--- config.mk ---
export PLATFORM = sky130hd
export DESIGN_NAME = cpt_rotate
export DESIGN_NICKNAME = d
export VERILOG_FILES = /design/src/hdl/cpt_pkg.sv /design/src/hdl/cpt_rotate.sv
export SDC_FILE = /design/constraint.sdc
export NUM_CORES = 2
export LEC_CHECK = 0
export BUFFER_PORTS_ARGS = -buffer_cell sky130_fd_sc_hd__buf_4
export CORE_MARGIN = 8
export CORE_UTILIZATION = 36
export CTS_CLUSTER_DIAMETER = 50
export DETAILED_ROUTE_END_ITERATION = 8
export GPL_ROUTABILITY_DRIVEN = 0
export PLACE_DENSITY_LB_ADDON = 0.25
export SETUP_SLACK_MARGIN = 0.15
export SLEW_MARGIN = 10
export SYNTH_ARGS = -nofsm -noshare
export SYNTH_HDL_FRONTEND = slang
export SYNTH_SLANG_ARGS = --single-unit
--- constraint.sdc ---
create_clock -name clk -period 19.81 [get_ports clk]
set_input_delay 1.981 -clock clk [delete_from_list [all_inputs] [get_ports clk]]
set_output_delay 1.981 -clock clk [all_outputs]
set_load 0.05 [all_outputs]
--- src/hdl/cpt_pkg.sv ---
// ----------------------------------------------------------------------------
// cpt_pkg: shared constants for the clarke/park transform unit
// Sample width default, mode codes and the Q1.30 projection constants.
// ----------------------------------------------------------------------------
package cpt_pkg;

  // default sample width (signed, one integer bit)
  localparam int CPT_SAMPLE_WIDTH = 16;

  // mode codes
  localparam logic CPT_MODE_FWD = 1'b0;
  localparam logic CPT_MODE_INV = 1'b1;

  // Q1.30 constants and their width
  localparam int CPT_K_W    = 31;
  localparam int CPT_K_FRAC = 30;
  localparam logic signed [CPT_K_W-1:0] CPT_K_THIRD      = 31'sd357913941;
  localparam logic signed [CPT_K_W-1:0] CPT_K_INV_SQRT3  = 31'sd619925131;
  localparam logic signed [CPT_K_W-1:0] CPT_K_HALF_SQRT3 = 31'sd929887697;

endpackage

--- src/hdl/cpt_rotate.sv ---
// ----------------------------------------------------------------------------
// cpt_rotate: park rotation
// Two stages: four products with sine and cosine, then signed sums rounded
// back to the sample scale (d/q forward, alpha/beta inverse).
// ----------------------------------------------------------------------------
module cpt_rotate
  import cpt_pkg::*;
#(
  parameter int W = CPT_SAMPLE_WIDTH
) (
  input  logic                clk,
  input  logic                rst_n,
  input  logic                in_valid,
  output logic                in_ready,
  input  logic                mode,
  input  logic signed [W:0]   op_x,
  input  logic signed [W:0]   op_y,
  input  logic signed [W-1:0] sn,
  input  logic signed [W-1:0] cs,
  output logic                out_valid,
  input  logic                out_ready,
  output logic                out_mode,
  output logic signed [W+1:0] res_a,
  output logic signed [W+1:0] res_b
);

  localparam int PR_W = 2 * W + 1;
  localparam int SM_W = 2 * W + 2;

  logic v4_r, v5_r;
  logic en4, en5;

  logic                   mode4_r, mode5_r;
  logic signed [PR_W-1:0] m1_r, m2_r, m3_r, m4_r;
  logic signed [PR_W-1:0] m1_nxt, m2_nxt, m3_nxt, m4_nxt;
  logic signed [SM_W-1:0] e1, e2, rnd1, rnd2;
  logic signed [W+1:0]    ra5_r, rb5_r;

  // elastic stage enables
  assign en5      = !v5_r || out_ready;
  assign en4      = !v4_r || en5;
  assign in_ready = en4;

  always_ff @(posedge clk) begin
    if (!rst_n) begin
      v4_r <= 1'b0;
      v5_r <= 1'b0;
    end else begin
      if (en4) v4_r <= in_valid;
      if (en5) v5_r <= v4_r;
    end
  end

  // stage 4: rotation products
  assign m1_nxt = PR_W'(op_x) * PR_W'(cs);
  assign m2_nxt = PR_W'(op_y) * PR_W'(sn);
  assign m3_nxt = PR_W'(op_y) * PR_W'(cs);
  assign m4_nxt = PR_W'(op_x) * PR_W'(sn);

  // stage 5: combine by direction, round half up
  always_comb begin
    if (mode4_r == CPT_MODE_INV) begin
      e1 = SM_W'(m1_r) - SM_W'(m2_r);
      e2 = SM_W'(m4_r) + SM_W'(m3_r);
    end else begin
      e1 = SM_W'(m1_r) + SM_W'(m2_r);
      e2 = SM_W'(m3_r) - SM_W'(m4_r);
    end
  end

  assign rnd1 = e1 + (SM_W'(1) <<< (W - 2));
  assign rnd2 = e2 + (SM_W'(1) <<< (W - 2));

  always_ff @(posedge clk) begin
    if (en4) begin
      mode4_r <= mode;
      m1_r    <= m1_nxt;
      m2_r    <= m2_nxt;
      m3_r    <= m3_nxt;
      m4_r    <= m4_nxt;
    end
    if (en5) begin
      mode5_r <= mode4_r;
      ra5_r   <= rnd1[W-1 +: W+2];
      rb5_r   <= rnd2[W-1 +: W+2];
    end
  end

  assign out_valid = v5_r;
  assign out_mode  = mode5_r;
  assign res_a     = ra5_r;
  assign res_b     = rb5_r;

endmodule

==> summary.md <==
| Metric | Value |
|---|---|
| Status | completed |
| Clk_lat worst skew | between 500 and 600 ps |
| Yosys reg bits | 172 |
| CTS tree | yes |
| # resized after CTS | 0 |
| Setup violators final | 0 |
| Clk_skew | around 16 ps |
| Internal reg-to-reg setup slack | between 10,000 and 15,000 ps |
| Worst-path clk slew | 80 ps |
| DP Wirelength | about 100,000 um |
| Dominant synthesized flop cell | edfxtp_1 |
| Met1 usage | about a quarter |
| Crit path top cell by count | fa_1 |
| Commonest non-fill, non-tap cells in the layout | inv_1, fa_1, nand2_1, and2_1, ha_1 |
| Post-synthesis sequential area ratio | approximately a tenth |
| Die Ht | approximately 390 um |
| Crit path max-delay family | adder cells |
| First-pass GRT wire length | 213,000 um |
| Routing usage on met2 | between 30% and 40% |
| DRT Pass-1 Iters | 5 |
| F_max | 121 MHz |
| Worst hold path depth | 0 |
| Tightest Pin Transition | between 1000 and 1500 ps |
| Setup crit end kind | flip-flop |
| RSZ-0062 raised after global routing | no |
| Share of cells above drive strength 1 | about 3.7% |
| Die Wd | slightly below 400 um |
| Critical path arrival | 8530 ps |
| Busiest grt layer | met2 |
| Hold Crit Start | mode4_r |
| CP startpoint kind | primary input |
| Buf/Inv on CP | 2 |
| Synth Net Count | approximately 7,000 |
| Unique masters post-synth | a little under 90 |
| Synthesis-to-finish area growth | 6.00% |
| Crit share post-route | 41.6% |
| RR Endpoint | res_b[17] |
| Routed wire length | 131,000 um |
| Synthesized cell area | 50,900 sq um |
| Critical path's slowest cell | o311ai_0 |
| Worst Path Required | 20,090 ps |
| Clock Sinks | roughly 170 |
| # DRC | 0 |
| Worst stage delay on the critical path | 680 ps |
| Post-synth EDFFs | 170 |
| Initial antenna violation count | 10 |
| Cells after Synth | about 5,400 |
| Critical path fanouts, max | 32 |
| Full die area | around 150,000 sq um |
| Total grt overflow | 0 |
| Reg2reg start | m4_r[0] |
| CTS root buf | clkbuf_16 |
| Final slew viol count | 0 |
| Grt met3 use | 2.29% |
| GRT Total Usage | between 10% and 20% |
| IO Count | 110 |
| Slew HR | 16.1% |
| Min-Delay Path Class | reg -> reg |
| Worst Hold Endpoint | out_mode |
| Most common cell after layout, fill and taps aside | inv_1 |
| R2r worst-path depth | 19 |
| Remaining antenna violation count | 0 |
| Largest net degree at the start of global routing | between 60 and 70 |
| Core Region | between 100,000 and 150,000 sq um |
| DR iter-0 viols | just under 2,000 |
| Routed vias | between 30,000 and 40,000 |
| Longest Clk Path Bufs | 2 |
| Port bufs | around 110 |
| Mean post-synth cell area | around 9.4 sq um |
| Setup TNS Final | 0 ps |
| Routed WL per cell | ~18 um |
| Crit path time final | roughly 8200 ps |
| Ys Warns | 0 |
| Max Cap Viol | 0 |
| Initial Util | a little over a third |
| Row count | between 100 and 150 |
| Post-CTS setup buffer count | 0 |
| Total count of hold-check failures in the final report | 0 |
| Vias per cell | between 4 and 5 |
| Async SR Flop Fraction | 0% |
| Vias in the first global route | 37,967 |
| Fin nets | between 6,000 and 7,000 |
| Worst Setup Path Type | in -> reg |
| H-tree level count | 4 |
| Crit path cell chain | buf_4 > nand2_1 > fa_1 > fa_1 > fa_1 > fa_1 > inv_1 > fa_1 > fa_1 > ha_1 > o21a_1 > o21a_1 > o21ai_0 > a21oi_1 > o211ai_1 > a21oi_1 > o22ai_1 > o311ai_0 > a31o_2 > a21oi_1 > xnor2_1 |
| Hold Buf Count CTS | 0 |
| Total CTS buffers | 17 |
-- synthesized netlist by cell type (5+ instances only) --
cell type	number	area (sq um)
o21bai_1	23	173
a221oi_1	6	52.6
a21o_1	55	413
nor2_1	177	664
clkbuf_1	209	785
nor4_1	15	93.8
a31o_2	7	61.3
ha_1	402	5030
o31a_1	6	52.6
nand4_1	15	93.8
a211oi_1	13	97.6
or3_1	16	100
and2_1	523	3270
nand3_1	25	125
and3_1	22	138
a311oi_1	6	52.6
edfxtp_1	170	5100
o31ai_1	11	82.6
fa_1	1104	22100
a31oi_1	22	138
o21a_1	21	158
nand2b_1	43	269
nand3b_1	6	45.0
inv_1	1253	4700
xnor2_1	194	1700
o311ai_0	5	43.8
nor2b_1	20	125
nor3_1	61	305
nand2_1	576	2160
o21ai_0	73	365
o2111ai_1	5	43.8
xor2_1	70	613
a21oi_1	145	726
or2_2	8	50.1
nor3b_1	9	67.6
and4_1	7	61.3
-- sequential cells by signal, indices dropped and copies added (netlist names) --
register and flops:
res_b 18, m3_r 33, out_valid 1, res_a 18, m4_r 33, mode4_r 1
out_mode 1, m1_r 33, m2_r 33, v4_r 1
-- logic make-up after synthesis --
logic type      count (synthesis)  share of synthesized area [%]
xor+xnor                      266                           4.62
fa+ha+maj                    1506                           53.3
buf+inv                      1468                           10.8
mux                             5                          0.101
flops                         172                           10.1
compound gates                443                           5.71
simple gates                 1546                           15.4
-- final cells by class --
class | count | area, sq um
multi-input cells | 3766 | 40300
well taps | 1890 | 2360
repair buffers | 119 | 893
clock inverters | 15 | 153
clock buffers | 17 | 425
fillers | 14309 | 86900
flip-flops and latches | 172 | 5140
diodes | 4 | 10.0
inverters | 1255 | 4710
-- how the worst max path moves through the flow --
stage	startpoint	to	slack [ps]	depth (start not counted)
after floorplan	sn[7]	m4_r[32]	11760	26
after global placement	cs[15]	m1_r[32]	11180	21
after detailed placement	op_x[10]	m1_r[29]	11040	21
after CTS	op_x[10]	m1_r[29]	11620	21
after global routing	op_x[10]	m1_r[29]	11140	21
final	op_x[10]	m1_r[29]	11570	21
-- worst reg2reg max path: stages (launching register included) --
cell and delay (ps):
edfxtp_1 460, inv_1 90, ha_1 210, nand3_1 110, nor3_1 510, nor3b_1 370
a21oi_1 140, xor2_1 260, ha_1 350, and3_1 220, and2_1 180, a221oi_2 300
a21oi_1 170, o21ai_1 340, a31oi_1 290, o21ai_0 560, nand3b_1 180, o41ai_1 380
nand3_1 140, xnor2_1 340
-- per-layer routing --
| metal | vias to the layer above | wire [um] | part of all wire [%] |
|---|---|---|---|
| met5 | - | 27 | 0.021 |
| met4 | 4 | 2770 | 2.1 |
| met3 | 135 | 5700 | 4.4 |
| met2 | 726 | 63500 | 48 |
| met1 | 18410 | 58900 | 45 |
| li1 | 16140 | - | - |
-- stage by stage --
step | utilization (%) | hold WS [ps] | setup slack (ps) | instance area (sq um) | std cells
floorplan | - | 424 | 11760 | 50900 | 5406
global placement | 37.9 | 464 | 11180 | 53400 | 7202
detailed placement | 37.9 | 456 | 11040 | 53400 | 7202
CTS | 38.3 | 475 | 11620 | 54000 | 7234
global route | 38.3 | 512 | 11140 | 54000 | 7235
finish | 38.3 | 464 | 11570 | 54000 | 7238
Power is not shown: default switching activity piles up to over one toggle a cycle in this logic, so the estimate is an artifact.
