--- config.mk ---
export PLATFORM = sky130hd
export DESIGN_NAME = cpt_clarke
export DESIGN_NICKNAME = d
export VERILOG_FILES = /design/src/hdl/cpt_pkg.sv /design/src/hdl/cpt_clarke.sv
export SDC_FILE = /design/constraint.sdc
export NUM_CORES = 1
export LEC_CHECK = 0
export BUFFER_PORTS_ARGS = -buffer_cell sky130_fd_sc_hd__buf_2
export CORE_MARGIN = 1
export CORE_UTILIZATION = 40
export DETAILED_ROUTE_END_ITERATION = 16
export HOLD_SLACK_MARGIN = 0.1
export SYNTH_ARGS = -nofsm -noshare
export SYNTH_HDL_FRONTEND = slang
export SYNTH_SLANG_ARGS = --single-unit
--- constraint.sdc ---
create_clock -name clk -period 7 [get_ports clk]
set_input_delay 0.7 -clock clk [delete_from_list [all_inputs] [get_ports clk]]
set_output_delay 0.7 -clock clk [all_outputs]
set_load 0.05 [all_outputs]
--- src/hdl/cpt_pkg.sv ---
// ----------------------------------------------------------------------------
// cpt_pkg: shared constants for the clarke/park transform unit
// Sample width default, mode codes and the Q1.30 projection constants.
// ----------------------------------------------------------------------------
package cpt_pkg;

  // default sample width (signed, one integer bit)
  localparam int CPT_SAMPLE_WIDTH = 16;

  // mode codes
  localparam logic CPT_MODE_FWD = 1'b0;
  localparam logic CPT_MODE_INV = 1'b1;

  // Q1.30 constants and their width
  localparam int CPT_K_W    = 31;
  localparam int CPT_K_FRAC = 30;
  localparam logic signed [CPT_K_W-1:0] CPT_K_THIRD      = 31'sd357913941;
  localparam logic signed [CPT_K_W-1:0] CPT_K_INV_SQRT3  = 31'sd619925131;
  localparam logic signed [CPT_K_W-1:0] CPT_K_HALF_SQRT3 = 31'sd929887697;

endpackage

--- src/hdl/cpt_clarke.sv ---
// ----------------------------------------------------------------------------
// cpt_clarke: clarke projection front end
// Three stages: phase pre-add, constant multiply, round to alpha/beta.
// In inverse mode d and q pass through as the rotation operands.
// ----------------------------------------------------------------------------
module cpt_clarke
  import cpt_pkg::*;
#(
  parameter int W = CPT_SAMPLE_WIDTH
) (
  input  logic                clk,
  input  logic                rst_n,
  input  logic                in_valid,
  output logic                in_ready,
  input  logic                mode,
  input  logic signed [W-1:0] x1,
  input  logic signed [W-1:0] x2,
  input  logic signed [W-1:0] x3,
  input  logic signed [W-1:0] sn,
  input  logic signed [W-1:0] cs,
  output logic                out_valid,
  input  logic                out_ready,
  output logic                out_mode,
  output logic signed [W:0]   op_x,
  output logic signed [W:0]   op_y,
  output logic signed [W-1:0] out_sn,
  output logic signed [W-1:0] out_cs
);

  localparam int SUM_W = W + 2;
  localparam int DIF_W = W + 1;
  localparam int PA_W  = SUM_W + CPT_K_W;
  localparam int PB_W  = DIF_W + CPT_K_W;

  logic v1_r, v2_r, v3_r;
  logic en1, en2, en3;

  logic                    mode1_r, mode2_r, mode3_r;
  logic signed [SUM_W-1:0] sum1_r, sum1_nxt;
  logic signed [DIF_W-1:0] dif1_r, dif1_nxt;
  logic signed [W-1:0]     x1_1_r, x2_1_r, sn1_r, cs1_r;
  logic signed [PA_W-1:0]  pa2_r, pa2_nxt, rnd_a;
  logic signed [PB_W-1:0]  pb2_r, pb2_nxt, rnd_b;
  logic signed [W-1:0]     x1_2_r, x2_2_r, sn2_r, cs2_r;
  logic signed [W:0]       opx3_r, opx3_nxt, opy3_r, opy3_nxt;
  logic signed [W-1:0]     sn3_r, cs3_r;

  // elastic stage enables, a stage moves when empty or when its successor moves
  assign en3      = !v3_r || out_ready;
  assign en2      = !v2_r || en3;
  assign en1      = !v1_r || en2;
  assign in_ready = en1;

  always_ff @(posedge clk) begin
    if (!rst_n) begin
      v1_r <= 1'b0;
      v2_r <= 1'b0;
      v3_r <= 1'b0;
    end else begin
      if (en1) v1_r <= in_valid;
      if (en2) v2_r <= v1_r;
      if (en3) v3_r <= v2_r;
    end
  end

  // stage 1: pre-add of the phases
  assign sum1_nxt = SUM_W'(x1) - (SUM_W'(x2) <<< 1) + SUM_W'(x3);
  assign dif1_nxt = DIF_W'(x1) - DIF_W'(x3);

  // stage 2: multiply by 1/3 and 1/sqrt(3)
  assign pa2_nxt = PA_W'(sum1_r) * PA_W'(CPT_K_THIRD);
  assign pb2_nxt = PB_W'(dif1_r) * PB_W'(CPT_K_INV_SQRT3);

  // stage 3: round to alpha/beta, or pass d/q through
  assign rnd_a = pa2_r + (PA_W'(1) <<< (CPT_K_FRAC - 1));
  assign rnd_b = pb2_r + (PB_W'(1) <<< (CPT_K_FRAC - 1));

  always_comb begin
    if (mode2_r == CPT_MODE_INV) begin
      opx3_nxt = (W+1)'(x1_2_r);
      opy3_nxt = (W+1)'(x2_2_r);
    end else begin
      opx3_nxt = rnd_a[CPT_K_FRAC +: W+1];
      opy3_nxt = rnd_b[CPT_K_FRAC +: W+1];
    end
  end

  // stage data registers
  always_ff @(posedge clk) begin
    if (en1) begin
      mode1_r <= mode;
      sum1_r  <= sum1_nxt;
      dif1_r  <= dif1_nxt;
      x1_1_r  <= x1;
      x2_1_r  <= x2;
      sn1_r   <= sn;
      cs1_r   <= cs;
    end
    if (en2) begin
      mode2_r <= mode1_r;
      pa2_r   <= pa2_nxt;
      pb2_r   <= pb2_nxt;
      x1_2_r  <= x1_1_r;
      x2_2_r  <= x2_1_r;
      sn2_r   <= sn1_r;
      cs2_r   <= cs1_r;
    end
    if (en3) begin
      mode3_r <= mode2_r;
      opx3_r  <= opx3_nxt;
      opy3_r  <= opy3_nxt;
      sn3_r   <= sn2_r;
      cs3_r   <= cs2_r;
    end
  end

  assign out_valid = v3_r;
  assign out_mode  = mode3_r;
  assign op_x      = opx3_r;
  assign op_y      = opy3_r;
  assign out_sn    = sn3_r;
  assign out_cs    = cs3_r;

endmodule

==> impl_summary.md, run 1 <==
Drt
The number of detailed-routing iterations run before antenna repair is 5. Dividing the detail-routed via count by the number of cells gives 4.82. The total DRC errors in the routed layout is 0. The detailed router finished its first iteration with 791 violations. After detailed routing, the average wire length per cell comes to 18.6 um. The total wirelength of the detailed-routed design is 54100 um.

Across all layers, the routed design uses 14000 vias. In this run the remaining antenna-violating nets after routing total 0.

Synth
The average cell area after synthesis is 11.8 um2. Sequential cells were found to cover 35.2% of the synthesized design area. The area of the mapped netlist is 23000 um2. The count of mapped cells out of synthesis is 1938. Of the post-synthesis cell area, the dominant cell type holds 34.9%. The flip-flop and latch count after synthesis is 270. The most used flip-flop cell after synthesis is edfxtp_1.

Ranked by total cell area, the synthesized netlist is headed by edfxtp_1, fa_1, ha_1, inv_1, xnor2_1. The number of distinct library cells after synthesis is 57. The synthesis warning total is 0. The top cell type by total area after synthesis is edfxtp_1.

The number of nets in the synthesized netlist is 2629. The share of flip-flops with an asynchronous set or reset is 0%. Counting flops with a built-in enable in the synthesized netlist gives 267.

Layout
The final design area excluding fillers is 25700 um2. Of the cells placed in the final design, the portion with a size suffix greater than 1 is 10.7%. At the end of the flow, the number of nets in the layout was 2816. The area growth from synthesis to layout is 12.1%.

Job
The tool flagged a number of max-cap violations equal to 0.

Global routing
The number of global-route vias before repair is 15200. The global routing met2 resource utilization is 34.8%. The maximum number of pins on one net before global-route repair is 70. The number of antenna violations at the first check in global routing is 1. The met1 layer usage reported by global route is 23.2%. In this run the most used layer during global routing was met2. The first-pass GRT wire length is 84800 um. Across every metal layer, demand over resource in global routing totals 18.9%. The global-route track usage on met3 is 2.29%. The remaining global-route overflow is 0.

STA
Timing would allow up to 0.155 GHz. Setup repair after global routing left no endpoint under its margin. The number of hold violations in the final report is 0. After routing, the total negative slack on setup checks comes to 0 ns. The worst path in the final design needs a cycle of 6.46 ns, including I/O delays and setup. The worst clock skew on the final layout is 0.0182 ns.

The count of final max-slew check failures is 0. The setup slack after layout is 0.544 ns. The total of endpoints with negative setup slack in the final report is 0.

In this run the tightest slew margin relative to its limit is 31.6%. The final critical path takes up 92.2% of the cycle. The slew at the pin closest to its max-slew limit is 1.03 ns.

Floorplanning
The die covers 58400 um2. The overall die height is 242 um. For this configuration, the core starts out at a cell density of 40.6%.

From left edge to right edge, the die measures 242 um. The region available for standard cell placement spans 56600 um2. The number of I/O pins is 154. In this run the core area contains 87 standard-cell rows.

Status
The run finished with clean final reports.

Clock tree
In this run the clock root is driven by a clkbuf_16. The clock net in this run drives a total of 270 sinks. CTS built an H-tree with a depth of 1. After clock tree synthesis, the clock-pin slew on the worst setup and hold paths is 0.07 ns. The later-pin clock latency in the skew report is 0.58 ns. In this run, post-CTS hold repair placed 0 buffers. The number of buffers added by the clock tree synthesis step is 30. The number of gates resized after CTS was 0.

The clock passes through at most 3 buffers. TritonCTS built the clock tree. The post-CTS setup repair buffer count is 0.

Critical path
The cell with the most instances on the worst path is inv_1. The maximum single-stage delay on the critical path is 0.59 ns. The worst-path maximum fanout is 8. The data arrival time of the critical path is 6.78 ns. The worst setup path is captured at a flop. The cell with the largest stage delay on the worst path is edfxtp_1. Walking the worst path, the cells encountered are inv_1, fa_1, inv_1, ha_1, inv_1, fa_1, inv_1, fa_1, inv_1, fa_1, fa_1, inv_1, ha_1, a21oi_1, o21ai_0, a311oi_1, buf_4, a21oi_1, o21ai_1, a31oi_2, a221oi_2, o21ba_1, xnor2_1. The worst setup path is launched from a flop.

The worst setup path category is reg2reg. The required time of the critical path is 7.32 ns.

Place
The number of buffers inserted by port buffering is 153. In this run the cell area measured after placement is 24700 um2. Summed over all nets, the half-perimeter wirelength after detailed placement is 45300 um. The final weighted congestion in routability-driven placement is 0.946. Before CTS, the worst setup slack after placement is 0.609 ns.

Worst hold path
The tightest min-delay check is of the in2reg type.
-- sequential cells by signal, indices dropped and copies added, names as in the netlist, 17 cells and up --
signal  count
pa2_r      18
op_y       17
op_x       17
pb2_r      18
sum1_r     18
-- metal layers --
layer | part of all wire, % | up-vias
met5 | 0 | -
met3 | 3.2 | 60
met2 | 53 | 213
met4 | 2.4 | 0
li1 | - | 6730
met1 | 42 | 6999
-- area by class of cell --
type,instances,area (um2)
fillers,5286,30900
multi-input cells,1165,13000
flip-flops and latches,270,8080
inverters,496,1860
well taps,756,946
repair buffers,162,833
clock buffers,31,754
clock inverters,24,256
diodes,1,2.50
-- kinds of logic after synthesis --
| kind of cell | share of synthesized area (%) |
|---|---|
| flip-flops | 35.2 |
| adder cells (fa/ha/maj) | 41.8 |
| AND/OR/NAND/NOR | 5.24 |
| multiplexers | 0.0981 |
| XOR/XNOR | 3.66 |
| AO/OA/AOI/OAI | 5.84 |
| buffers and inverters | 8.22 |
-- placed cells by master (no fill, tap or decap), types with 7 or more instances in the layout --
master | Yosys | layout
a211oi_1 | 10 | 10
clkbuf_16 | 0 | 30
a21o_1 | 33 | 33
a21oi_1 | 50 | 50
clkinv_2 | 0 | 8
edfxtp_1 | 267 | 267
nand4_1 | 16 | 16
xnor2_1 | 63 | 63
o21ai_1 | 7 | 7
nor3_1 | 18 | 18
and3_1 | 11 | 11
buf_2 | 0 | 153
o21a_1 | 11 | 11
nand2_1 | 75 | 74
fa_1 | 267 | 267
a31oi_1 | 7 | 7
nor2_1 | 60 | 60
nor2b_1 | 13 | 13
buf_4 | 0 | 9
xor2_1 | 33 | 33
inv_1 | 496 | 495
ha_1 | 339 | 339
nand3_1 | 35 | 34
o21ai_0 | 52 | 52
-- critical path, delay by kind of cell (launching register included) --
| kind | cells | cell delay [ns] |
|---|---|---|
| AO/OA/AOI/OAI | 8 | 1.70 |
| XOR/XNOR | 1 | 0.06 |
| buffers and inverters | 7 | 0.73 |
| flip-flops | 1 | 0.59 |
| adder cells (fa/ha/maj) | 7 | 3.12 |
-- stage by stage --
stage / utilization [%] / cells / hold slack, ns
after floorplan: - / 1938 / 0.400
after global placement: 43.7 / 2849 / 0.401
after detailed placement: 43.7 / 2849 / 0.405
after CTS: 45.5 / 2904 / 0.260
after global routing: 45.5 / 2905 / 0.267
final: 45.5 / 2905 / 0.294
-- cell usage after synthesis, types with 10 or more instances --
cell	count
nand3_1	35
and3_1	11
fa_1	267
a21oi_1	50
nand2_1	75
nand4_1	16
a211oi_1	10
inv_1	496
nor2_1	60
xnor2_1	63
nor3_1	18
o21a_1	11
edfxtp_1	267
nor2b_1	13
o21ai_0	52
ha_1	339
a21o_1	33
xor2_1	33
-- final timing paths --
| check | end | startpoint | cells past startpoint | slack [ns] |
|---|---|---|---|---|
| max | pb2_r[39] | dif1_r[10] | 23 | 0.54 |
| min | sn1_r[7] | sn[7] | 1 | 0.29 |
| max reg2reg | pb2_r[39] | dif1_r[10] | 23 | 0.54 |
| min reg2reg | sn2_r[12] | sn1_r[12] | 0 | 0.41 |
Power of run 1 is left out: the tool's default activity adds up to more than one toggle a clock period on the data nets, which glitch-free logic cannot reach.
==> run 2, diff against run 1 <==
==> constraint.sdc (replaced) <==
create_clock -name clk -period 6.52 [get_ports clk]
set_input_delay 0.652 -clock clk [delete_from_list [all_inputs] [get_ports clk]]
set_output_delay 0.652 -clock clk [all_outputs]
set_load 0.05 [all_outputs]
==> impl_summary.md, run 2 (synthesis results as in run 1) <==
STA
Across all hold checks on the routed design, the worst slack comes to 0.248 ns. The number of hold violations in the final report came to 0. Setup repair after global routing left no endpoint under its margin. The count of final max-slew check failures is 0. The shortest clock period the worst path allows after layout is 6.20 ns. The timing-limited maximum frequency is 0.161 GHz. The total of endpoints with negative setup slack in the final report is 0. The fraction of the cycle the final worst path needs is 95.1%. For the final routed database, the setup TNS stands at 0 ns.

The worst clock skew on the final layout is 0.0155 ns. The normalized max-slew margin is 26.0%. At the pin with the least slew margin, the transition time is 1.11 ns.

Layout
In the layout the commonest cells are inv_1, ha_1, fa_1, edfxtp_1, buf_2. The area growth from synthesis to layout is 12.3%. Cells with a size suffix above 1 make up 10.8% of the layout. In the final layout, the registers with the most flip-flops are pa2_r: 18 flops, pb2_r: 18 flops, sum1_r: 18 flops. For this run, the post-layout net count is 2825. The most common cell after layout, fill and taps aside is inv_1.

The final cell utilization of the core is 45.5%. Fill cells in the final layout number 5283.

Clock tree
Once the clock tree was built, the resizer swapped 0 gates to a different size. The number of buffers added by the clock tree synthesis step is 30. The post-cts hold buffer count is 0. The clock tree from TritonCTS is done. Counting along the longest clock path gives a buffer depth of 3.

The clock-pin slew of the registers on the worst-case setup and hold paths is 0.06 ns. For this design, the sink count on the clock tree is 270. The H-tree depth is 1. The root buffer selected by CTS is clkbuf_16.

The post-CTS setup repair buffer count is 0. The later-pin clock latency in the skew report is 0.58 ns.

Global routing
After global routing the overflow that remains totals 0. The number of global-route vias before repair was 15500. Entering global routing, the biggest net connects 80 pins. The first-pass GRT wire length is 85500 um. The number of antenna violations at the first check in global routing was 3. In the global route stage, overall resource usage came out at 19.1%.

Drt
The DRC violation total after the first TritonRoute iteration is 584. The post-detailed-route via-to-cell ratio is 4.83. The routed design has 54600 um of wire. The total DRC errors in the routed layout is 0.

The number of detailed-routing iterations run before antenna repair is 5. The antenna violation net count after detailed routing is 0. The post-detailed-route wirelength per cell is 18.7 um.

Summing over every cut layer, the via total after detailed routing is 14100.

Worst hold path
In this run the most critical hold path is launched from sn[13]. The hold path depth is 1. The hold path endpoint is sn1_r[13].

The path class of the lowest-slack min-delay path is in2reg.

Critical path
The signal on the critical path passes through inv_1, fa_1, inv_1, ha_1, inv_1, fa_1, inv_1, fa_1, inv_1, fa_1, fa_1, inv_1, ha_1, a21oi_1, o21ai_0, a311oi_1, buf_4, a21oi_1, o21ai_1, nand3_1, a21oi_1, o21bai_1, xor2_1. The type of element launching the critical path is a flop. The top cell family by delay on the critical path is adder cells. At the worst endpoint, the required time is 6.84 ns. The critical path in this run is classified as reg2reg. The cell with the most instances on the worst path is inv_1. Together, buffers and inverters on the worst path number 7.

The worst-path maximum fanout is 4. For this run, the slowest stage of the critical path takes 0.54 ns. The worst flop-to-flop path startpoint is dif1_r[9]. The destination of the worst register-to-register timing path is pb2_r[43]. The minimum setup slack among reg-to-reg paths is 0.32 ns.

The data arrival time of the critical path is 6.52 ns. Measured in cells, the most critical reg-to-reg path has a length of 23. STA classifies the critical path endpoint as a flop. Among all stages on the critical path, the largest delay is contributed by fa_1.

Floorplanning
The overall die height is 242 um. The number of I/O pins is 154. The floorplan step defined a die boundary enclosing 58400 um2. From left edge to right edge, the die measures 242 um. The placeable core region is 56600 um2. For this configuration, the core starts out at a cell density of 40.6%. The initialized floorplan defines 87 standard-cell rows.

Place
The total half-perimeter wirelength after legalization and detailed placement is 46100 um. The final weighted congestion in routability-driven placement is 0.950. The count of buffers added on input and output ports is 153.

Job
The max capacitance violation total is 0.

Status
The flow ran to the end, and the final reports show no timing, DRC or antenna violations.
-- run 2: routing by layer --
| layer | track usage (%) | share of wire [%] | up-vias | routed length [um] |
|---|---|---|---|---|
| li1 | - | - | 6746 | - |
| met1 | 23.8 | 42 | 7046 | 23100 |
| met2 | 34.9 | 52 | 209 | 28500 |
| met3 | 1.88 | 3.0 | 63 | 1630 |
| met4 | 5.30 | 2.6 | 0 | 1390 |
| met5 | 0 | 0 | - | 0 |
-- run 2: metrics by stage --
stage          setup WS, ns  std cells  instance area [um2]
2_1_floorplan         0.785       1938                23000
3_3_place_gp          0.412       2858                24800
5_1_grt              0.0186       2914                25800
6_report              0.318       2914                25800
4_1_cts               0.296       2913                25800
3_5_place_dp          0.352       2858                24800
-- run 2: cell type report --
type	instances	area [um2]	area share [%]
Antenna cell	1	2.50	0.00971
Clock buffer	35	769	2.98
Clock inverter	20	205	0.796
Inverter	496	1860	7.23
Multi-Input combinational cell	1165	13000	50.5
Sequential cell	270	8080	31.3
Tap cell	756	946	3.67
Timing Repair Buffer	171	901	3.49
-- run 2: worst max path at each step --
stage | startpoint | endpoint | slack (ns) | cells after the start
3_3_place_gp | dif1_r[2] | pb2_r[37] | 0.41 | 20
3_5_place_dp | sum1_r[17] | pa2_r[46] | 0.35 | 22
4_1_cts | dif1_r[9] | pb2_r[43] | 0.30 | 23
5_1_grt | dif1_r[5] | pb2_r[46] | 0.02 | 20
6_report | dif1_r[9] | pb2_r[43] | 0.32 | 23
2_1_floorplan | dif1_r[5] | pb2_r[37] | 0.79 | 20
-- run 2: worst register-to-register path, stage by stage (launching register included) --
cell,delay (ns)
edfxtp_1,0.40
inv_1,0.27
fa_1,0.51
inv_1,0.11
ha_1,0.17
inv_1,0.07
fa_1,0.49
inv_1,0.06
fa_1,0.54
inv_1,0.05
fa_1,0.51
fa_1,0.52
inv_1,0.05
ha_1,0.28
a21oi_1,0.13
o21ai_0,0.20
a311oi_1,0.36
buf_4,0.18
a21oi_1,0.10
o21ai_1,0.15
nand3_1,0.18
a21oi_1,0.32
o21bai_1,0.13
xor2_1,0.16
Power of run 2 is left out for the same reason.
==> run 3, diff against run 2 <==
--- a/config.mk
+++ b/config.mk
@@ -5,10 +5,10 @@
 export SDC_FILE = /design/constraint.sdc
 export NUM_CORES = 1
 export LEC_CHECK = 0
-export BUFFER_PORTS_ARGS = -buffer_cell sky130_fd_sc_hd__buf_2
 export CORE_MARGIN = 1
 export CORE_UTILIZATION = 40
 export DETAILED_ROUTE_END_ITERATION = 16
+export DONT_BUFFER_PORTS = 1
 export HOLD_SLACK_MARGIN = 0.1
 export SYNTH_ARGS = -nofsm -noshare
 export SYNTH_HDL_FRONTEND = slang
==> constraint.sdc (replaced) <==
create_clock -name clk -period 6 [get_ports clk]
set_input_delay 0.6 -clock clk [delete_from_list [all_inputs] [get_ports clk]]
set_output_delay 0.6 -clock clk [all_outputs]
set_load 0.05 [all_outputs]
==> impl_summary.md, run 3 (synthesis results as in run 1) <==
Clock tree
The clock-pin slew of the registers on the worst-case setup and hold paths is 0.06 ns. The H-tree depth is 1. No sink is reached through more buffers than the 3 on the longest clock path. The root buffer selected by CTS is clkbuf_16.

The clock tree from TritonCTS is done. Counting the buffers created by CTS gives 31. The number of clock sinks seen by CTS is 270. The later-pin clock latency in the skew report is 0.57 ns.

STA
Hold timing on the final database bottoms out at a slack of 0.132 ns. The total of endpoints with negative setup slack in the final report is 0. The number of hold violations in the final report came to 0. For the pin with the worst max-slew slack, the measured transition is 0.990 ns. The setup TNS is 0 ns. The count of final max-slew check failures is 0. On the final layout, the worst clock skew is 0.0211 ns.

Of the available clock period, the critical path in the final layout requires 98.3%. The normalized max-slew margin is 34.0%. Static timing analysis puts the maximum clock frequency at 0.170 GHz.

The shortest clock period the worst path allows after layout is 5.90 ns. Setup repair after global routing could not meet its margin everywhere.

Floorplanning
The die is 242 um tall. The number of core rows is 87. The core region is 56600 um2. The overall die area is 58400 um2. The starting density of the core is 40.6%. The number of I/O pins is 154.

The die is 242 um wide.

Global routing
Entering global routing, the biggest net connects 68 pins. The remaining global-route overflow is 0. The number of global-route vias before repair came to 15100. Global routing used 18.8% of the available tracks across all layers. The number of antenna violations at the first check in global routing is 3.

The first global-routing pass estimated 84700 um of wire.

Layout
The largest registers in the layout are pa2_r: 18 flops, pb2_r: 18 flops, sum1_r: 18 flops. The most common cell after layout, fill and taps aside is inv_1. Summing all non-filler instances in the final layout gives an area of 26200 um2. From synthesis to final layout, the design area changed by 14.1%. After the last flow step, the layout net total stands at 2775. In the final layout, the share of cells above drive strength 1 is 9.63%. The library cells used most frequently in the layout, excluding fill and tap cells, are inv_1, ha_1, edfxtp_1.

Critical path
The type of element launching the critical path is a flop. The worst register-to-register path begins at dif1_r[7]. By startpoint and endpoint, the worst setup path is classified as reg2reg. The slowest stage of the critical path is the fa_1 cell. The data arrival time of the critical path is 6.20 ns. In this design, the stage delay of the slowest critical-path cell is 0.61 ns. The number of cells on the critical path is 19. Counting stages on the worst path, the most repeated cell is fa_1. For the worst setup path, the data required time is 6.31 ns.

The cell count of the worst reg-to-reg path is 19. STA classifies the critical path endpoint as a flop. In this run the worst setup path begins at dif1_r[7]. The top cell family by delay on the critical path is adder cells.

In this run the worst path has a maximum fanout of 3. The number of buffers and inverters on the critical path is 4. The critical path goes through fa_1, inv_2, fa_1, fa_1, inv_2, fa_1, inv_1, fa_1, fa_1, inv_2, ha_4, o2111ai_2, a311o_2, a211oi_4, o21ai_2, a31oi_2, a221oi_2, o21ba_1, xnor2_1.

Place
Once detailed placement completed, the half-perimeter wirelength came to 45600 um. The final weighted congestion in routability-driven placement is 0.937. Once placement finished, the instance area stood at 24500 um2. The count of buffers added on input and output ports is 0.

Drt
After detailed routing, the number of vias per cell comes to 4.82. The total DRC errors in the routed layout is 0. In this run the remaining antenna-violating nets after routing total 0.

The number of detailed-routing iterations run before antenna repair is 5. The detailed router placed 13800 vias in this run. The post-detailed-route wirelength per cell is 19.0 um. In this run, the number of DRC markers left after iteration 0 of detailed routing was 666. The routed design has 54400 um of wire.

Job
Across the run, the number of max-cap violations was 0.

Worst hold path
In this run the most critical hold path is launched from cs[1]. The hold path depth is 0. The path class of the lowest-slack min-delay path is in2reg.

Status
The run finished with clean final reports.
run 3: cell types whose count changed in the layout (fill, tap and decap cells not counted), moves of 5 or more:
cell           change
buf_2            -153
buf_4             +69
dlygate4sd3_1     +32
a21oi_1            -9
a21oi_2            +8
inv_1              -6
inv_2              +6
ha_1               -5
run 3: worst paths after layout:
check | endpoint | slack, ns
worst max-delay path | pb2_r[39] | 0.10
worst min-delay path | cs1_r[1] | 0.13
worst max register to register | pb2_r[39] | 0.10
worst min register to register | cs2_r[11] | 0.40
run 3: cell type report:
type	count	area, um2
multi-input combinational	1165	13200
fill	5160	30400
clock buffer	34	787
clock inverter	23	295
antenna	3	7.51
timing repair buffer	120	985
inverter	496	1860
tap	756	946
sequential	270	8080
run 3: timing repair:
action | CTS | global route
hold endpoints to repair | 32 | 0
pin swaps | 2 | 32
hold buffers | 32 | 0
setup buffers | 0 | 13
gates resized for setup | 5 | 53
setup endpoints to repair | 15 | 25
run 3: layer usage:
metal	vias to the layer above	global-route usage [%]	routed length, um
met2	232	34.4	28200
met5	-	0	0
li1	6642	-	-
met1	6855	23.0	22400
met4	0	5.88	1890
met3	91	2.20	1810
run 3: through the flow:
stage / instances / util [%] / worst slack (ns)
after CTS: 2852 / 45.7 / 0.0100
after floorplan: 1938 / - / 0.265
final: 2867 / 46.3 / 0.103
after detailed placement: 2763 / 43.2 / -0.0730
after global routing: 2867 / 46.3 / -0.100
after global placement: 2763 / 43.2 / -0.0384
Power of run 3 is left out for the same reason.
