`src/hdl/cpt_pkg.sv`:
```
// ----------------------------------------------------------------------------
// cpt_pkg: shared constants for the clarke/park transform unit
// Sample width default, mode codes and the Q1.30 projection constants.
// ----------------------------------------------------------------------------
package cpt_pkg;

  // default sample width (signed, one integer bit)
  localparam int CPT_SAMPLE_WIDTH = 16;

  // mode codes
  localparam logic CPT_MODE_FWD = 1'b0;
  localparam logic CPT_MODE_INV = 1'b1;

  // Q1.30 constants and their width
  localparam int CPT_K_W    = 31;
  localparam int CPT_K_FRAC = 30;
  localparam logic signed [CPT_K_W-1:0] CPT_K_THIRD      = 31'sd357913941;
  localparam logic signed [CPT_K_W-1:0] CPT_K_INV_SQRT3  = 31'sd619925131;
  localparam logic signed [CPT_K_W-1:0] CPT_K_HALF_SQRT3 = 31'sd929887697;

endpackage

```
`src/hdl/cpt_phase.sv`:
```
// ----------------------------------------------------------------------------
// cpt_phase: phase projection and output saturation
// Stage 6 scales beta by sqrt(3)/2, stage 7 forms u, v, w (inverse) or
// passes d, q (forward), clamps to the sample range and holds the result.
// ----------------------------------------------------------------------------
module cpt_phase
  import cpt_pkg::*;
#(
  parameter int W = CPT_SAMPLE_WIDTH
) (
  input  logic                clk,
  input  logic                rst_n,
  input  logic                in_valid,
  output logic                in_ready,
  input  logic                mode,
  input  logic signed [W+1:0] res_a,
  input  logic signed [W+1:0] res_b,
  output logic                out_valid,
  input  logic                out_ready,
  output logic signed [W-1:0] out_first,
  output logic signed [W-1:0] out_second,
  output logic signed [W-1:0] out_third,
  output logic                out_clipped
);

  localparam int PK_W = W + 2 + CPT_K_W;
  localparam int AC_W = PK_W + 1;
  localparam int RS_W = W + 3;
  localparam logic signed [W-1:0] SAT_MAX = {1'b0, {(W-1){1'b1}}};
  localparam logic signed [W-1:0] SAT_MIN = {1'b1, {(W-1){1'b0}}};

  logic v6_r, v7_r;
  logic en6, en7;

  logic                   mode6_r, mode7_r;
  logic signed [W+1:0]    a6_r, b6_r;
  logic signed [PK_W-1:0] pk6_r, pk6_nxt;
  logic signed [AC_W-1:0] ah, half, u_sum, w_sum;
  logic signed [RS_W-1:0] r1, r2, r3;
  logic [W:0]             s1, s2, s3;
  logic signed [W-1:0]    o1_r, o2_r, o3_r;
  logic                   clip_r;

  // clamp to the sample range, msb of the result is the clip flag
  function automatic logic [W:0] sat_clip(input logic signed [RS_W-1:0] x);
    logic [3:0] top;
    logic [W:0] res;
    top = x[RS_W-1 -: 4];
    if (top == 4'b0000 || top == 4'b1111) begin
      res = {1'b0, x[W-1:0]};
    end else if (x[RS_W-1]) begin
      res = {1'b1, SAT_MIN};
    end else begin
      res = {1'b1, SAT_MAX};
    end
    return res;
  endfunction

  // elastic stage enables
  assign en7      = !v7_r || out_ready;
  assign en6      = !v6_r || en7;
  assign in_ready = en6;

  always_ff @(posedge clk) begin
    if (!rst_n) begin
      v6_r <= 1'b0;
      v7_r <= 1'b0;
    end else begin
      if (en6) v6_r <= in_valid;
      if (en7) v7_r <= v6_r;
    end
  end

  // stage 6: beta times sqrt(3)/2
  assign pk6_nxt = PK_W'(res_b) * PK_W'(CPT_K_HALF_SQRT3);

  // stage 7: projection onto the phase axes, alpha/2 is a shift
  assign half  = AC_W'(1) <<< (CPT_K_FRAC - 1);
  assign ah    = AC_W'(a6_r) <<< (CPT_K_FRAC - 1);
  assign u_sum = ah + AC_W'(pk6_r) + half;
  assign w_sum = ah - AC_W'(pk6_r) + half;

  always_comb begin
    if (mode6_r == CPT_MODE_INV) begin
      r1 = u_sum[CPT_K_FRAC +: RS_W];
      r2 = -RS_W'(a6_r);
      r3 = w_sum[CPT_K_FRAC +: RS_W];
    end else begin
      r1 = RS_W'(a6_r);
      r2 = RS_W'(b6_r);
      r3 = '0;
    end
  end

  assign s1 = sat_clip(r1);
  assign s2 = sat_clip(r2);
  assign s3 = sat_clip(r3);

  always_ff @(posedge clk) begin
    if (en6) begin
      mode6_r <= mode;
      a6_r    <= res_a;
      b6_r    <= res_b;
      pk6_r   <= pk6_nxt;
    end
    if (en7) begin
      mode7_r <= mode6_r;
      o1_r    <= s1[W-1:0];
      o2_r    <= s2[W-1:0];
      o3_r    <= s3[W-1:0];
      clip_r  <= s1[W] | s2[W] | s3[W];
    end
  end

  assign out_valid   = v7_r;
  assign out_first   = o1_r;
  assign out_second  = o2_r;
  assign out_third   = o3_r;
  assign out_clipped = clip_r;

  // forward results carry no third phase
  a_fwd_third_zero: assert property (@(posedge clk) disable iff (!rst_n)
    (v7_r && mode7_r == CPT_MODE_FWD) |-> (o3_r == '0))
    else $error("forward beat with nonzero third output");

  // a clip flag means at least one output sits on a rail
  a_clip_on_rail: assert property (@(posedge clk) disable iff (!rst_n)
    (v7_r && clip_r) |-> (o1_r == SAT_MAX || o1_r == SAT_MIN ||
                          o2_r == SAT_MAX || o2_r == SAT_MIN ||
                          o3_r == SAT_MAX || o3_r == SAT_MIN))
    else $error("clip flag set with no output at a rail");

  // inverse v is the negated alpha whenever it is not clipped
  a_inv_v_neg: assert property (@(posedge clk) disable iff (!rst_n)
    (en7 && v6_r && mode6_r == CPT_MODE_INV && !s2[W])
      |=> (o2_r == -$past(a6_r[W-1:0])))
    else $error("inverse v output is not the negated alpha");

endmodule

```
`config.mk`:
```
export PLATFORM = sky130hd
export DESIGN_NAME = cpt_phase
export DESIGN_NICKNAME = d
export VERILOG_FILES = /design/src/hdl/cpt_pkg.sv /design/src/hdl/cpt_phase.sv
export SDC_FILE = /design/constraint.sdc
export NUM_CORES = 1
export LEC_CHECK = 0
export BUFFER_PORTS_ARGS = -buffer_cell sky130_fd_sc_hd__buf_2
export CELL_PAD_IN_SITES_DETAIL_PLACEMENT = 1
export CELL_PAD_IN_SITES_GLOBAL_PLACEMENT = 2
export CORE_ASPECT_RATIO = 0.9
export CORE_MARGIN = 2
export CORE_UTILIZATION = 39
export DETAILED_ROUTE_END_ITERATION = 6
export PLACE_DENSITY = 0.77
export SYNTH_ARGS = -nofsm -noshare
export SYNTH_HDL_FRONTEND = slang
export SYNTH_SLANG_ARGS = --single-unit
```
`constraint.sdc`:
```
create_clock -name clk -period 5.65 [get_ports clk]
set_clock_uncertainty 0.1 [all_clocks]
set_input_delay 0.565 -clock clk [delete_from_list [all_inputs] [get_ports clk]]
set_output_delay 0.565 -clock clk [all_outputs]
set_load 0.005 [all_outputs]
```
==> results of run 1 <==
-- Yosys cell counts, types with 6 or more instances --
cell,number
inv_1,334
ha_1,264
fa_1,222
edfxtp_1,131
a21oi_1,97
o21ai_0,60
nand2_1,57
nor2_1,52
a21o_1,45
xnor2_1,41
xor2_1,40
o21a_1,30
nand3_1,21
nor3_1,20
nor2b_1,14
mux2i_1,13
clkbuf_1,12
nand4_1,11
o21bai_1,11
a211oi_1,10
nor4_1,10
o211ai_1,10
and3_1,9
and2_1,8
or2_2,7
a2111oi_0,6
a31oi_1,6
nand2b_1,6
or3_1,6
-- final cells by class --
class	count	area [µm²]
fillers	4919	22460
multi-input cells	1147	12530
flip-flops and latches	133	3974
repair buffers	345	2444
inverters	335	1257
well taps	600	750.7
clock buffers	20	446.7
clock inverters	12	155.1
-- state kept, by name, summed over array words and instances (netlist names) --
name,cells
pk6_r,45
a6_r,18
b6_r,18
out_first,16
out_second,16
out_third,16
mode6_r,1
out_clipped,1
out_valid,1
v6_r,1
-- through the flow --
| stage | cell area [µm²] | util |
|---|---|---|
| floorplan | 17500 | - |
| global placement | 20430 | 0.4640 |
| detailed placement | 20430 | 0.4640 |
| CTS | 21320 | 0.4843 |
| global route | 21560 | 0.4897 |
| finish | 21560 | 0.4897 |
-- cells by family after synthesis --
| family | share of synthesized area |
|---|---|
| buf+inv | 0.07934 |
| mux | 0.008150 |
| compound gates | 0.1233 |
| simple gates | 0.07170 |
| flops | 0.2291 |
| fa+ha+maj | 0.4466 |
| xor+xnor | 0.04184 |
-- worst paths after layout --
check	slack, ns	to	from	cells after the start
min	0.19	a6_r[9]$_DFFE_PP_	res_a[9]	1
max	-0.28	pk6_r[44]$_DFFE_PP_	res_b[7]	22
max reg2reg	1.02	out_third[12]$_DFFE_PP_	a6_r[4]$_DFFE_PP_	11
min reg2reg	0.48	out_valid$_SDFFE_PN0P_	v6_r$_SDFFE_PN0P_	1
-- critical path: cells and delay by family --
family,cells,cell delay (ns)
AND/OR/NAND/NOR,1,0.05
buffers and inverters,6,0.49
AO/OA/AOI/OAI,8,1.49
adder cells (fa/ha/maj),7,3.40
-- what timing repair did --
item | 4_1_cts | 5_1_grt
gates resized for setup | 75 | 53
cloned | 0 | 0
setup endpoints to repair | 21 | 24
pin swaps | 50 | 39
setup buffers | 8 | 5
-- metal layers --
layer | GRT usage | vias up
li1 | - | 6215
met1 | 0.3416 | 6621
met2 | 0.4091 | 242
met3 | 0.02444 | 68
met4 | 0.06931 | 0
met5 | 0 | -
==> out/metrics.csv, run 1 <==
metric,value,unit
status,finished with violations,
violations,negative setup slack,
synth_area,17350,µm²
antenna_found_initial,0,
synth_edf_count,131,
fin_crit,5.926,ns
grt_pass1_vias,14690,
cap_violations,0,
place_congestion,0.9257,
synth_area_leader_cell,fa_1,
start_kind,primary input,
cp.required,5.73,ns
syn_avg_cell_area,10.60,µm²
route.met3.wl,1.659,mm
synth_nets,2164,
nNetsFinal,2506,
post-route-period-util,1.049,
rsz0062_at_grt,true,
cts_root_buf,clkbuf_16,
syn2layout_area_growth,24.29,%
drive_gt1_frac,0.2555,
yosys.area.top_type_share,0.2562,
via_count,13150,
drt_iter0_markers,604,
top_layer,met4,
syn_inst,1637,
hp-class,primary input to flop,
max_slew_margin,0.2615,
grt_overflow_total,0,
rows,73,
coreArea,44020,µm²
cpMostUsedCell,fa_2,
port_buffers,91,
path_max_fanout,6,
clock-sinks,133,
yosysSeqAreaShare,0.2291,
pre_cts_ws,-0.9926,ns
async_reset_ff_frac,0,
slew_violations,0,
fin_ws,-0.2758,ns
worst_slew_pin_slew,1.108,ns
crit_chain,"buf_6, fa_2, inv_2, fa_2, inv_2, fa_2, inv_1, fa_1, inv_2, fa_2, fa_1, ha_4, nand2_2, a21oi_1, a221oi_2, o21ai_2, o31a_1, a21o_1, o41ai_4, buf_6, o2111a_1, a311oi_1",
insertion_delay,0.45,ns
grt_usage,0.2460,
die_h,204.1,µm
die-area,46180,µm²
wl_met2,25.38,mm
critical-path-slowest-cell,fa_2,
grt_max_degree,68,
synthFlopType,edfxtp_1,
vias_per_cell,5.072,
setup_violations,11,
drt_first_pass_iters,5,
wl_met1,26.05,mm
tns,-1.874,ns
place_hpwl,47.01,mm
path_class,primary input to flop,
cp-end-kind,flop,
h-tree-depth,4,
diodes,0,
wl_per_cell,21.02,µm
final_common_cell,inv_1,
clk_pin_slew_worst_paths,0.06,ns
final_cell_mix,"317 x inv_1, 255 x buf_4, 238 x ha_1, 205 x fa_1, 131 x edfxtp_1",
whs,0.1907,ns
netlist_top_cells_area,"fa_1 26%, edfxtp_1 23%, ha_1 19%, inv_1 7.2%, a21oi_1 2.8%",
arrival,6.01,ns
ant_nets,0,
ys_types,76,
grt_pass1_wl,85.01,mm
die_width,226.3,µm
ys_warn_count,0,
cts_buffer_depth,2,
dp_cells,2551,
fmax,168.8,MHz
start_util,0.3940,
ios,92,
wirelength,54.49,mm
max_stage_delay,0.61,ns
post-route-drc-count,0,
final_cells,2592,
hold_buffers,0,
cts_tree,yes,
hold_violations,0,
ys_seq_elements,133,
cts_buffers,17,
Power of run 1 is left out: the tool's default activity adds up to more than one toggle a clock period on the data nets, which glitch-free logic cannot reach.
==> inputs of run 2 (changes only) <==
- ABC_AREA: default -> 1
- CORE_UTILIZATION: 39 -> 36
- PLACE_DENSITY: 0.77 -> 0.76
==> run 2 against run 1 <==
Non-clock buffer count grew 24; via count rose by 23%; register-to-register slack improved by 1.0 ns; core utilization is 4.3 points lower; maximum frequency grew 7.0%; the flow now finishes without violations; largest cell class unchanged; worst hold slack lost 0.025 ns.
==> out/metrics.csv, run 2 <==
metric,value,unit,change
status,completed,,was finished with violations
r2r_cells,17,,was 11
yosysSeqAreaShare,0.2087,,was 0.2291
wl_met1,31.58,mm,was 26.05 mm
grt_pass1_wl,104.4,mm,was 85.01 mm
h-tree-depth,4,,unchanged
worstHoldStart,res_a[2],,was res_a[9]
ys_types,50,,was 76
route.met3.wl,2.505,mm,was 1.659 mm
post-route-period-util,0.9801,,was 1.049
insertion_delay,0.48,ns,was 0.45 ns
fmax,180.6,MHz,was 168.8 MHz
synthFlopType,edfxtp_1,,unchanged
port_buffers,91,,unchanged
hold_depth,1,,unchanged
die-area,54740,µm²,"was 46,180 µm²"
coreArea,51990,µm²,"was 44,020 µm²"
vias_per_cell,4.909,,was 5.072
holdPathEnd,a6_r[2]$_DFFE_PP_,,was a6_r[9]$_DFFE_PP_
fin_crit,5.537,ns,was 5.926 ns
cp-end-kind,flop,,unchanged
rows,79,,was 73
cp-startpoint,res_b[7],,unchanged
r2r_end,out_third[14]$_DFFE_PP_,,was out_third[12]$_DFFE_PP_
largestRegisters,"pk6_r (45), a6_r (18), b6_r (18)",,unchanged
pre_cts_ws,-0.6683,ns,was -0.9926 ns
async_reset_ff_frac,0,,unchanged
ff2ff_setup_slack,2.02,ns,was 1.02 ns
regMostFlops,pk6_r,,unchanged
antenna_found_initial,1,,was 0
synth_edf_count,131,,unchanged
die_width,246.4,µm,was 226.3 µm
synth_area_leader_cell,fa_1,,unchanged
max_slew_margin,0.1657,,was 0.2615
grt_max_degree,55,,was 68
arrival,5.64,ns,was 6.01 ns
syn2layout_area_growth,22.09,%,was 24.29%
cts_buffer_depth,2,,unchanged
final_common_cell,inv_1,,unchanged
start_kind,primary input,,unchanged
grt_overflow_total,0,,unchanged
place_congestion,0.9407,,was 0.9257
start_util,0.3662,,was 0.3940
syn_inst,2228,,"was 1,637"
final_cell_mix,"485 x inv_1, 433 x nand2_1, 276 x buf_4, 247 x ha_1, 214 x fa_1",,"was 317 x inv_1, 255 x buf_4, 238 x ha_1, 205 x fa_1, 131 x edfxtp_1"
wl_per_cell,20.96,µm,was 21.02 µm
wl_met2,33.23,mm,was 25.38 mm
ys_seq_elements,133,,unchanged
wirelength,69.16,mm,was 54.49 mm
die_h,222.2,µm,was 204.1 µm
cp.required,5.75,ns,was 5.73 ns
grt_pass1_vias,17540,,"was 14,690"
synth_nets,2755,,"was 2,164"
fin_ws,0.1126,ns,was -0.2758 ns
yosys.area.top_type_share,0.2334,,was 0.2562
design_area,23250,µm²,"was 21,560 µm²"
clock-sinks,133,,unchanged
hp-class,primary input to flop,,unchanged
cts_root_buf,clkbuf_16,,unchanged
rr_startpoint,a6_r[0]$_DFFE_PP_,,was a6_r[4]$_DFFE_PP_
hold_violations,0,,unchanged
place_hpwl,61.06,mm,was 47.01 mm
clk_pin_slew_worst_paths,0.07,ns,was 0.06 ns
path_class,primary input to flop,,unchanged
cts_buffers,17,,unchanged
synth_area,19040,µm²,"was 17,350 µm²"
setup_violations,0,,was 11
hold_buffers,0,,unchanged
largest_register_ffs,45,,unchanged
worst_slew_pin_slew,1.247,ns,was 1.108 ns
post-route-drc-count,0,,unchanged
drive_gt1_frac,0.2122,,was 0.2555
ys_warn_count,0,,unchanged
slew_violations,0,,unchanged
diodes,0,,unchanged
grt_usage,0.2576,,was 0.2460
ant_nets,0,,unchanged
via_count,16200,,"was 13,150"
path_max_fanout,3,,was 6
rsz0062_at_grt,true,,unchanged
netlist_top_cells_area,"fa_1 23%, edfxtp_1 21%, ha_1 17%, inv_1 9.6%, nand2_1 8.7%",,"was fa_1 26%, edfxtp_1 23%, ha_1 19%, inv_1 7.2%, a21oi_1 2.8%"
cap_violations,0,,unchanged
ios,92,,unchanged
nNetsFinal,3125,,"was 2,506"
synthTopCellsByCount,"489 x inv_1, 439 x nand2_1, 264 x ha_1",,"was 334 x inv_1, 264 x ha_1, 222 x fa_1"
top_layer,met5,,was met4
yosysMostFrequentCell,inv_1,,unchanged
dpl_cell_area,22300,µm²,"was 20,430 µm²"
drt_first_pass_iters,5,,unchanged
syn_avg_cell_area,8.546,µm²,was 10.60 µm²
cts_tree,yes,,unchanged
drt_iter0_markers,751,,was 604
==> run 2: cell count changes in the layout (fill, tap and decap cells not counted), moves of 21 or more <==
cell     before  now
nor2_1       50  166
xnor2_1      41   17
inv_1       317  485
a21o_1       45    9
buf_4       255  276
nand3_1      21   80
o21a_1       30    2
nand2_1      53  433
==> run 2: layout make-up <==
cell class,instances,area (µm²)
clock buffer,17,425.4
clock inverter,15,131.4
fill,6246,28750
inverter,496,1867
multi-input combinational,1581,13430
sequential,133,3974
tap,688,860.8
timing repair buffer,369,2559
==> run 2: per-layer routing <==
metal  track usage  up-vias
met2        0.4314      275
met1        0.3457     8067
met3       0.03829       77
met4       0.07132        4
met5             0        -
li1              -     7772
==> run 2: metrics by stage <==
step,cells,util,hold WS (ns),TNS (ns)
after global placement,3261,0.4288,0.3689,-11.14
final,3299,0.4471,0.1656,0
after CTS,3294,0.4406,0.1245,0
after detailed placement,3261,0.4288,0.4013,-14.31
after floorplan,2228,-,0.3267,0
after global routing,3299,0.4471,0.1313,-0.04663
==> run 2: timing repair <==
action,in CTS,in global routing
setup endpoints to repair,12,26
pin swaps,1,18
resized for setup,12,83
buffers inserted,1,5
==> run 2: worst max-delay path by stage <==
stage | endpoint | slack, ns
after floorplan | pk6_r[42]$_DFFE_PP_ | 0.06
after global placement | pk6_r[48]$_DFFE_PP_ | -0.54
after detailed placement | pk6_r[40]$_DFFE_PP_ | -0.67
after CTS | pk6_r[41]$_DFFE_PP_ | 0.004
after global routing | pk6_r[45]$_DFFE_PP_ | -0.04
final | pk6_r[24]$_DFFE_PP_ | 0.11
==> run 2: logic make-up (layout without fill, tap and decap cells) <==
kind of cell,count (synthesis),in the layout,share of synthesized area
simple gates,812,812,0.1874
buf+inv,514,897,0.1049
fa+ha+maj,486,486,0.4069
compound gates,226,226,0.06585
flops,133,133,0.2087
xor+xnor,57,57,0.02622
==> run 2: critical path, cell delays in order <==
cell and delay [ns]:
buf_2 0.12, buf_4 0.13, inv_1 0.12, ha_4 0.24, inv_1 0.18, buf_4 0.16
fa_1 0.41, ha_1 0.33, fa_1 0.58, inv_1 0.09, fa_1 0.54, inv_1 0.06
fa_1 0.47, ha_1 0.35, nand2_1 0.12, nor2_1 0.16, nor2_2 0.05, a21boi_1 0.13
buf_4 0.14, buf_4 0.13, o21ai_1 0.23, a21oi_1 0.15, xnor2_2 0.18
Power of run 2 is left out for the same reason.
==> inputs of run 3 (changes only) <==
- ABC_AREA: 1 -> default
- CORE_MARGIN: 2 -> default
- CORE_UTILIZATION: 36 -> 39
- PLACE_DENSITY: 0.76 -> 0.77
==> run 3 against run 2 <==
The run now ends with negative setup slack left; sequential cell count unchanged; critical path depth unchanged; maximum frequency decreased by 6.1%; clock-buffer cell count unchanged; core utilization increased by 5.5 points; sequential share of layout area increased by 1.1 points; via count decreased by 19%; worst setup slack got worse by 0.36 ns; die area decreased by 17%; cell count decreased by 22%; register-to-register slack got worse by 1.0 ns; critical path type unchanged.
==> out/metrics.csv, run 3 (same netlist as run 1, synthesis figures left out) <==
metric,value,unit,change
fmax,169.6,MHz,was 180.6 MHz
antenna_found_initial,1,,unchanged
worst_slew_pin_slew,1.034,ns,was 1.247 ns
r2r_end,out_first[1]$_DFFE_PP_,,was out_third[14]$_DFFE_PP_
syn2layout_area_growth,25.59,%,was 22.09%
worstHoldStart,mode,,was res_a[2]
slew_violations,0,,unchanged
filler_cell_count,4845,,"was 6,246"
cap_violations,0,,unchanged
wl_per_cell,20.74,µm,was 20.96 µm
grt_pass1_wl,83.55,mm,was 104.4 mm
h-tree-depth,4,,unchanged
insertion_delay,0.45,ns,was 0.48 ns
final_cell_mix,"314 x inv_1, 243 x buf_4, 234 x ha_1, 199 x fa_1, 131 x edfxtp_1",,"was 485 x inv_1, 433 x nand2_1, 276 x buf_4, 247 x ha_1, 214 x fa_1"
hold_buffers,0,,unchanged
arrival,6.00,ns,was 5.64 ns
via_count,13200,,"was 16,200"
ant_nets,0,,unchanged
drt_iter0_markers,532,,was 751
grt_overflow_total,0,,unchanged
post-route-drc-count,0,,unchanged
cts_root_buf,clkbuf_16,,unchanged
final_common_cell,inv_1,,unchanged
hold_depth,1,,unchanged
coreArea,43420,µm²,"was 51,990 µm²"
place_congestion,0.9490,,was 0.9407
fin_ws,-0.2456,ns,was 0.1126 ns
cts_buffer_depth,2,,unchanged
rsz0062_at_grt,true,,unchanged
largest_register_ffs,45,,unchanged
post-route-period-util,1.043,,was 0.9801
hp-class,primary input to flop,,unchanged
whs,0.1856,ns,was 0.1656 ns
hold_violations,0,,unchanged
place_hpwl,45.75,mm,was 61.06 mm
vias_per_cell,5.098,,was 4.909
die_width,224.3,µm,was 246.4 µm
regMostFlops,pk6_r,,unchanged
cp-end-kind,flop,,unchanged
clk_pin_slew_worst_paths,0.06,ns,was 0.07 ns
ios,92,,unchanged
path_max_fanout,6,,was 3
violations,negative setup slack,,
largestRegisters,"pk6_r (45), a6_r (18), b6_r (18)",,unchanged
diodes,0,,unchanged
rr_startpoint,a6_r[1]$_DFFE_PP_,,was a6_r[0]$_DFFE_PP_
drt_first_pass_iters,5,,unchanged
path_class,primary input to flop,,unchanged
r2r_cells,13,,was 17
cp.required,5.75,ns,about the same
ff2ff_setup_slack,0.99,ns,was 2.02 ns
die-area,45330,µm²,"was 54,740 µm²"
drive_gt1_frac,0.2699,,was 0.2122
setup_violations,12,,was 0
cts_tree,yes,,unchanged
status,finished with violations,,was completed
start_util,0.3995,,was 0.3662
cts_buffers,17,,unchanged
port_buffers,91,,unchanged
start_kind,primary input,,unchanged
fin_crit,5.896,ns,was 5.537 ns
rows,72,,was 79
grt_max_degree,60,,was 55
die_h,202.1,µm,was 222.2 µm
wirelength,53.69,mm,was 69.16 mm
grt_usage,0.2443,,was 0.2576
clock-sinks,133,,unchanged
holdPathEnd,mode6_r$_DFFE_PP_,,was a6_r[2]$_DFFE_PP_
grt_pass1_vias,14570,,"was 17,540"
max_slew_margin,0.3108,,was 0.1657
nNetsFinal,2511,,"was 3,125"
run 3: changes by cell type in the layout (fill, tap and decap cells not counted), sizes merged, moves of 8 or more:
cell / previous run / this run
a21o: 9 / 50
or3: 1 / 9
o21ai: 79 / 64
a211oi: 0 / 10
nor2b: 0 / 14
mux2i: 0 / 13
inv: 504 / 340
xnor2: 19 / 42
o211ai: 1 / 10
nor2: 191 / 52
nand3: 98 / 21
nand2: 458 / 57
buf: 369 / 347
o21a: 2 / 30
run 3: through the flow:
stage                 util  area, µm²  cells  setup TNS, ns  setup WS, ns
floorplan                -      17500   1637         -3.100       -0.4403
global placement    0.4683      20330   2531         -15.75       -0.8380
detailed placement  0.4683      20330   2531         -19.91        -1.032
CTS                 0.4909      21310   2575         -1.193       -0.1860
global route        0.5017      21790   2589         -4.372       -0.4106
finish              0.5017      21790   2589         -1.635       -0.2456
run 3: layout make-up:
class / instances / area, µm² / area share
repair buffers: 350 / 2552 / 0.1172
multi-input cells: 1147 / 12710 / 0.5836
clock buffers: 17 / 425.4 / 0.01953
inverters: 335 / 1257 / 0.05772
flip-flops and latches: 133 / 3974 / 0.1824
well taps: 592 / 740.7 / 0.03400
clock inverters: 15 / 122.6 / 0.005628
run 3: how the worst max path moves through the flow:
stage	endpoint	depth (start not counted)	start
final	pk6_r[42]$_DFFE_PP_	23	res_b[6]
after global routing	pk6_r[42]$_DFFE_PP_	23	res_b[6]
after CTS	pk6_r[42]$_DFFE_PP_	22	res_b[6]
after detailed placement	pk6_r[44]$_DFFE_PP_	22	res_b[4]
after global placement	pk6_r[35]$_DFFE_PP_	24	res_b[8]
after floorplan	pk6_r[44]$_DFFE_PP_	20	res_b[8]
run 3: critical path, cell delays in order:
cell and delay (ns):
buf_8 0.11, fa_2 0.61, inv_2 0.07, fa_2 0.53, inv_2 0.04, fa_2 0.53
inv_2 0.03, fa_1 0.49, inv_2 0.04, fa_2 0.55, fa_2 0.46, ha_4 0.24
nand2_2 0.06, a21oi_2 0.04, a221oi_2 0.28, o21ai_2 0.13, o31a_1 0.29, a21o_1 0.21
o41ai_4 0.27, buf_6 0.18, buf_6 0.10, o21ai_4 0.04, xor2_1 0.14
run 3: layer usage:
metal | share of wire | global-route usage | vias up
met2 | 0.47 | 0.3990 | 228
met3 | 0.031 | 0.02791 | 59
met5 | 0.00028 | 0 | -
met1 | 0.48 | 0.3443 | 6675
met4 | 0.020 | 0.06317 | 2
li1 | - | - | 6234
run 3: what timing repair did:
item | CTS | global route
endpoints found under the setup margin | 21 | 23
gates resized for setup | 92 | 85
pin swaps | 59 | 69
gates cloned | 0 | 0
buffers inserted | 12 | 14
Power of run 3 is left out for the same reason.
